$ cat config.mk
export PLATFORM = sky130hd
export DESIGN_NAME = binlog_event_range_checker_core
export DESIGN_NICKNAME = d
export VERILOG_FILES = /design/src/brc_pkg.sv /design/src/brc_frame.sv /design/src/binlog_event_range_checker_core.sv
export SDC_FILE = /design/constraint.sdc
export NUM_CORES = 1
export LEC_CHECK = 0
export BUFFER_PORTS_ARGS = -buffer_cell sky130_fd_sc_hd__buf_2
export CAP_MARGIN = 10
export CORE_MARGIN = 2
export CORE_UTILIZATION = 63
export CTS_CLUSTER_SIZE = 28
export DETAILED_ROUTE_END_ITERATION = 7
export GPL_TIMING_DRIVEN = 0
export MAX_ROUTING_LAYER = met4
export PLACE_DENSITY = 0.81
export SETUP_SLACK_MARGIN = 0.2
export SLEW_MARGIN = 5
export SYNTH_ARGS = -nofsm -noshare
export SYNTH_HDL_FRONTEND = slang
export SYNTH_SLANG_ARGS = --single-unit
$ cat constraint.sdc
create_clock -name clk -period 13.45 [get_ports clk]
set_clock_uncertainty 0.1 [all_clocks]
set_input_delay 4.035 -clock clk [delete_from_list [all_inputs] [get_ports clk]]
set_output_delay 4.035 -clock clk [all_outputs]
set_load 0.02 [all_outputs]
$ cat src/brc_pkg.sv
// ---------------------------------------------------------------------------
// brc_pkg
// Types, constants and helpers for the binlog event range checker.
// ---------------------------------------------------------------------------
package brc_pkg;

  localparam int LENGTH_BITS_DEF = 32;
  localparam int CNT_BITS        = 28;

  localparam int HDR_BYTES = 19;
  localparam int SIZE_OFS  = 9;
  localparam int MAGIC_LEN = 4;
  localparam int FDE_OFS   = MAGIC_LEN + 4;

  localparam logic [7:0] FDE_TYPE = 8'h0f;

  localparam logic [2:0] ERR_NONE    = 3'd0;
  localparam logic [2:0] ERR_LEN     = 3'd1;
  localparam logic [2:0] ERR_SHORT   = 3'd2;
  localparam logic [2:0] ERR_MAGIC   = 3'd3;
  localparam logic [2:0] ERR_NO_FDE  = 3'd4;
  localparam logic [2:0] ERR_PARTIAL = 3'd5;
  localparam logic [2:0] ERR_SIZE    = 3'd6;
  localparam logic [2:0] ERR_INEXACT = 3'd7;

  typedef struct packed {
    logic [7:0]  data_byte;
    logic        first;
    logic        last;
    logic        at_file_start;
    logic [31:0] expected_length;
  } in_item_t;

  typedef struct packed {
    logic                range_ok;
    logic [2:0]          fault_code;
    logic [CNT_BITS-1:0] event_total;
  } out_item_t;

  function automatic logic [7:0] magic_byte(input logic [1:0] idx);
    logic [7:0] b;
    case (idx)
      2'd0:    b = 8'hfe;
      2'd1:    b = 8'h62;
      2'd2:    b = 8'h69;
      default: b = 8'h6e;
    endcase
    return b;
  endfunction

endpackage

$ cat src/brc_frame.sv
// ---------------------------------------------------------------------------
// brc_frame
// Per-byte framing state: position, event boundaries, size capture,
// event count and first error. Produces the verdict for the current byte.
// ---------------------------------------------------------------------------
module brc_frame #(
  parameter int LENGTH_BITS = brc_pkg::LENGTH_BITS_DEF
) (
  input  logic               clk,
  input  logic               rst_n,
  input  logic               step,
  input  brc_pkg::in_item_t  item,
  output brc_pkg::out_item_t verdict
);
  import brc_pkg::*;

  localparam int LB = LENGTH_BITS;
  localparam int CW = (LB > 32) ? LB : 32;
  localparam logic [LB-1:0] LEN_MAX = '1;

  logic [LB-1:0]       pos_r, pos_nxt;
  logic [LB-1:0]       nes_r, nes_nxt;
  logic [31:0]         acc_r, acc_nxt;
  logic [CNT_BITS-1:0] cnt_r, cnt_nxt;
  logic [2:0]          err_r, err_nxt;
  logic [LB-1:0]       len_r, len_nxt;
  logic                fs_r, fs_nxt;

  logic [LB-1:0]       pos_c, nes_c;
  logic [31:0]         acc_c;
  logic [CNT_BITS-1:0] cnt_c;
  logic [2:0]          err_c;
  logic [LB-1:0]       rel;
  logic [LB-1:0]       left_c;
  logic [CW-1:0]       room;
  logic [CW-1:0]       nes_sum;
  logic [31:0]         acc_w;
  logic [2:0]          code;

  always_comb begin
    if (item.first) begin
      pos_c   = '0;
      acc_c   = '0;
      cnt_c   = '0;
      err_c   = ERR_NONE;
      fs_nxt  = item.at_file_start;
      len_nxt = LB'(CW'(item.expected_length));
      nes_c   = item.at_file_start ? LB'(MAGIC_LEN) : '0;
    end else begin
      pos_c   = pos_r;
      acc_c   = acc_r;
      cnt_c   = cnt_r;
      err_c   = err_r;
      fs_nxt  = fs_r;
      len_nxt = len_r;
      nes_c   = nes_r;
    end

    pos_nxt = pos_c;
    nes_nxt = nes_c;
    acc_nxt = acc_c;
    cnt_nxt = cnt_c;
    err_nxt = err_c;

    rel     = pos_c - nes_c;
    left_c  = len_nxt - pos_c;
    room    = CW'(len_nxt - nes_c);
    acc_w   = acc_c;
    nes_sum = '0;

    if (pos_c == LEN_MAX) begin
      err_nxt = ERR_LEN;
    end else begin
      pos_nxt = pos_c + LB'(1);
      if (err_c == ERR_NONE && pos_c < len_nxt) begin
        if (fs_nxt && pos_c < LB'(MAGIC_LEN) &&
            item.data_byte != magic_byte(pos_c[1:0])) begin
          err_nxt = ERR_MAGIC;
        end else if (fs_nxt && pos_c == LB'(FDE_OFS) && item.data_byte != FDE_TYPE) begin
          err_nxt = ERR_NO_FDE;
        end else if (pos_c >= nes_c) begin
          if (rel == '0 && left_c < LB'(HDR_BYTES)) begin
            err_nxt = ERR_PARTIAL;
          end else begin
            if (rel == '0) begin
              acc_w = '0;
            end
            if (rel >= LB'(SIZE_OFS) && rel <= LB'(SIZE_OFS + 3)) begin
              case (rel[1:0])
                2'd1:    acc_w[7:0]   = item.data_byte;
                2'd2:    acc_w[15:8]  = item.data_byte;
                2'd3:    acc_w[23:16] = item.data_byte;
                default: acc_w[31:24] = item.data_byte;
              endcase
            end
            acc_nxt = acc_w;
            if (rel == LB'(SIZE_OFS + 3)) begin
              nes_sum = CW'(nes_c) + CW'(acc_w);
              if (acc_w < 32'(HDR_BYTES) || CW'(acc_w) > room) begin
                err_nxt = ERR_SIZE;
              end else begin
                nes_nxt = LB'(nes_sum);
                if (cnt_c != '1) begin
                  cnt_nxt = cnt_c + CNT_BITS'(1);
                end
              end
            end
          end
        end
      end
    end

    if (len_nxt == '0 || pos_nxt != len_nxt || err_nxt == ERR_LEN) begin
      code = ERR_LEN;
    end else if (fs_nxt && len_nxt < LB'(MAGIC_LEN + HDR_BYTES)) begin
      code = ERR_SHORT;
    end else if (err_nxt != ERR_NONE) begin
      code = err_nxt;
    end else if (cnt_nxt == '0) begin
      code = ERR_INEXACT;
    end else begin
      code = ERR_NONE;
    end

    verdict.range_ok    = (code == ERR_NONE);
    verdict.fault_code  = code;
    verdict.event_total = cnt_nxt;
  end

  always_ff @(posedge clk) begin
    if (!rst_n) begin
      pos_r <= '0;
      nes_r <= '0;
      acc_r <= '0;
      cnt_r <= '0;
      err_r <= ERR_NONE;
      len_r <= '0;
      fs_r  <= 1'b0;
    end else if (step) begin
      pos_r <= pos_nxt;
      nes_r <= nes_nxt;
      acc_r <= acc_nxt;
      cnt_r <= cnt_nxt;
      err_r <= err_nxt;
      len_r <= len_nxt;
      fs_r  <= fs_nxt;
    end
  end

endmodule

$ cat src/binlog_event_range_checker_core.sv
// A range's last byte is held in the input register in_r; its verdict is then registered in out_r.
// Throughput: one byte per cycle unless stalled; the framing state updates once per byte.
// A pending verdict stalls the input only when the next last byte arrives.
// Reset (rst_n low, synchronous) clears all framing state and the valid flags of both stages.
// ---------------------------------------------------------------------------
// binlog_event_range_checker_core
// Checks event framing of one binlog range streamed byte by byte and
// reports a verdict with the event count on the range's last byte.
// ---------------------------------------------------------------------------
module binlog_event_range_checker_core #(
  parameter int LENGTH_BITS = brc_pkg::LENGTH_BITS_DEF
) (
  input  logic               clk,
  input  logic               rst_n,
  input  logic               in_valid,
  output logic               in_ready,
  input  brc_pkg::in_item_t  in_data,
  output logic               out_valid,
  input  logic               out_ready,
  output brc_pkg::out_item_t out_data
);
  import brc_pkg::*;

  in_item_t  in_r;
  logic      in_vld_r;
  out_item_t out_r;
  logic      out_vld_r;
  out_item_t verdict;
  logic      blocked;
  logic      step;

  assign blocked  = in_vld_r && in_r.last && out_vld_r && !out_ready;
  assign step     = in_vld_r && !blocked;
  assign in_ready = !in_vld_r || !blocked;

  brc_frame #(
    .LENGTH_BITS(LENGTH_BITS)
  ) u_frame (
    .clk    (clk),
    .rst_n  (rst_n),
    .step   (step),
    .item   (in_r),
    .verdict(verdict)
  );

  always_ff @(posedge clk) begin
    if (in_valid && in_ready) begin
      in_r <= in_data;
    end
    if (step && in_r.last) begin
      out_r <= verdict;
    end
  end

  always_ff @(posedge clk) begin
    if (!rst_n) begin
      in_vld_r  <= 1'b0;
      out_vld_r <= 1'b0;
    end else begin
      if (in_valid && in_ready) begin
        in_vld_r <= 1'b1;
      end else if (step) begin
        in_vld_r <= 1'b0;
      end
      if (step && in_r.last) begin
        out_vld_r <= 1'b1;
      end else if (out_ready) begin
        out_vld_r <= 1'b0;
      end
    end
  end

  assign out_valid = out_vld_r;
  assign out_data  = out_r;

endmodule

==> results.yml <==
status:
  status: "finished, final reports clean"
cts:
  cts.clk_slew.worst_paths_ps: 60
  cts_buffer_depth: 3
  cts_num_sinks: 237
  cts_tree: "yes"
  root_buffer: "clkbuf_16"
  cts_hold_buf: 0
  cts_max_level: 1
  insertion_delay_ps: 570
  numCtsBuffers: 27
detailed_routing:
  drt-total-wl_um: 81000
  drt_iter0_drc: 3365
  ant_nets: 0
  drtPass1Iterations: 7
  viasPerCell: 6.89
  wl_per_cell_um: 25.1
  vias: 22263
  drc: 0
sta:
  slew_violations: 0
  hold_viol: 0
  worst_slew_pin_slew_ps: 1330
  tns_ps: 0
  min_period_ps: 13010
  rsz0062_at_grt: "false"
  worst_slew_margin_rel: 0.0937
  setup_viol: 0
  fin_crit_sh: 0.968
  max_clock_freq_mhz: 76.8
  whs_ps: 363
yosys:
  synth_flop_cell: "dfxtp_1"
  synth_cell_type_count: 111
  yosys.area.top_type_share: 0.157
  synthArstFlopShare: 0
  synth_area_per_cell_sq_um: 7.80
  ys_warn_count: 0
  syn-num-nets: 2852
  ys_seq_area_frac: 0.266
  ys_top_cells_by_area: "dfxtp_1 (16%), edfxtp_1 (11%), ha_1 (9.0%)"
  syn_area_sq_mm: 0.0207
  synth-edff-count: 75
  syn_inst: 2652
  yosysTopAreaCell: "dfxtp_1"
  ys_ff_latch: 237
pwr:
  vdd_drop_max_v: 0.0000903
  leakagePower_nw: 9.59
  power.density_mw_per_mm2: 90.5
  p_total_mw: 2.07
  p_sw_uw: 668
  p_seq_frac: 0.374
  internal_power_mw: 1.40
  clkPwrFrac: 0.383
  pwr-share-comb: 0.243
  p_sw_frac: 0.324
final_layout:
  fill_cells: 2668
  final_util: 0.703
  drive_above_1_share: 0.0896
  final_area_sq_mm: 0.0228
  final_common_cell: "nor2_1"
  areaGrowthSynthToFinish_pct: 10.2
  nets: 2968
  layout_common_cells: "nor2_1 (288), nand2_1 (236), a21oi_1 (165)"
run:
  cap_violations: 0
placed_design:
  dpl_cell_area_sq_mm: 0.0217
  dpl.hpwl_um: 63600
  numPortBuffers: 80
  gp_congestion: 1.09
worst_setup_path:
  worstPathArrival_ps: 13280
  slowest_stage: "or4_1"
  cp.required_ps: 13720
  worstPathMaxFanout: 19
  start_kind: "flip-flop"
  slowest_delay_ps: 520
  cp_common_cell: "buf_6"
  crit_type: "flip-flop to flip-flop"
  r2r-end: "out_data[29]"
  r2r_slack_ps: 440
  cp-end-kind: "flip-flop"
  rr_startpoint: "in_r[34]"
  rr_worst_depth: 53
floorplanning:
  coreArea_sq_mm: 0.0325
  io_pins: 81
  die_height_um: 185
  start_util: 0.638
  die_area_sq_mm: 0.0343
  die-width_um: 185
  rows: 66
min_path:
  hold_depth: 2
  hold_path_class: "flip-flop to flip-flop"
  min_to: "u_frame.cnt_r[24]"
  min_from: "u_frame.cnt_r[24]"
grt:
  grt_overflow: 0
  grt_pass1_vias: 20346
  antenna_found_initial: 1
  grt.total_usage: 0.475
  grt_max_degree: 25
  grt_pass1_wl_um: 120000
## stage by stage
| step | instances | worst slack (ps) |
|---|---|---|
| after floorplan | 2652 | 2080 |
| after global placement | 3174 | -3370 |
| after detailed placement | 3177 | -3620 |
| after CTS | 3229 | 229 |
| after global routing | 3232 | 157 |
| final | 3232 | 437 |
## sequential cells by signal, summed over array words and instances, names as in the netlist
signal / cells
out_data: 32
u_frame.acc_r: 32
u_frame.cnt_r: 28
u_frame.len_r: 32
u_frame.nes_r: 32
in_r: 43
u_frame.pos_r: 32
u_frame.err_r: 3
in_vld_r: 1
out_valid: 1
u_frame.fs_r: 1
## worst max path at each step
stage	to	from	depth (start not counted)
5_1_grt	out_data[30]	in_r[34]	57
3_3_place_gp	out_data[30]	in_r[34]	54
3_5_place_dp	out_data[30]	in_r[34]	54
4_1_cts	out_data[30]	in_r[34]	57
2_1_floorplan	out_data[30]	in_r[34]	58
6_report	out_data[29]	in_r[34]	53
## area by class of cell
| class | instances | area, sq um | area share |
|---|---|---|---|
| Multi-Input combinational cell | 2127 | 14100 | 0.618 |
| Timing Repair Buffer | 88 | 490 | 0.0215 |
| Inverter | 150 | 563 | 0.0247 |
| Clock inverter | 15 | 199 | 0.00872 |
| Antenna cell | 1 | 2.50 | 0.000110 |
| Sequential cell | 237 | 5500 | 0.241 |
| Clock buffer | 35 | 727 | 0.0319 |
| Tap cell | 442 | 553 | 0.0242 |
| Buffer | 137 | 677 | 0.0297 |
## power by group through the flow
stage          clock, mW  combinational [mW]  sequential, mW
3_3_place_gp           0               0.454           0.787
4_1_cts            0.787               0.475           0.772
2_1_floorplan          0               0.325           0.787
6_report           0.791               0.502           0.772
5_1_grt            0.810               0.530           0.774
3_5_place_dp           0               0.468           0.787
## kinds of logic (layout without fill, tap and decap cells)
kind of cell / count (synthesis) / count (layout) / synth area share
simple gates: 1026 / 1026 / 0.247
compound gates: 716 / 716 / 0.233
buf+inv: 288 / 425 / 0.0568
flops: 237 / 237 / 0.266
xor+xnor: 168 / 168 / 0.0711
fa+ha+maj: 161 / 161 / 0.0979
mux: 56 / 56 / 0.0290
other cells: 0 / 1 / 0
## critical path: cells and delay by family (launching register included)
| family | cells | cell delay [ps] |
|---|---|---|
| buffers and inverters | 20 | 4540 |
| multiplexers | 1 | 420 |
| AO/OA/AOI/OAI | 15 | 3260 |
| flip-flops | 1 | 370 |
| adder cells (fa/ha/maj) | 3 | 820 |
| AND/OR/NAND/NOR | 14 | 3210 |
## cells in the mapped netlist, types with 8 or more instances
cell	count
mux2i_1	34
or2_2	8
a22oi_1	78
o21ai_0	140
clkbuf_1	101
and3_1	40
nand2b_1	37
o2111ai_1	8
a21oi_1	165
and4_1	10
o21bai_1	22
nand3b_1	12
ha_1	149
or3_1	18
xnor2_1	114
nand2_1	236
a211oi_1	40
edfxtp_1	75
buf_2	10
nor2_1	291
o211ai_1	19
and2_1	20
mux2_2	18
nor4_1	40
o21ai_1	8
o31ai_1	13
o21a_1	21
dfxtp_1	162
nand4_1	54
nand3_1	88
a21o_1	42
nor3_1	67
a31oi_1	17
a22o_1	23
a211o_1	10
nor2b_1	59
inv_1	150
o22ai_1	8
xor2_1	54
buf_4	10
buf_1	11
## layer usage
layer,track usage,vias up,part of all wire
met2,0.670,1666,0.41
met1,0.598,10292,0.38
met5,-,-,0
li1,-,9881,-
met4,0.317,0,0.079
met3,0.116,424,0.14
## what timing repair did
action,CTS,global route
pin swaps,1,0
gates resized for setup,25,26
cloned,0,0
setup endpoints to repair,127,33
buffers inserted,3,1
endpoints found under the hold margin,0,0
Note: power is estimated with default switching activity, not from simulation.
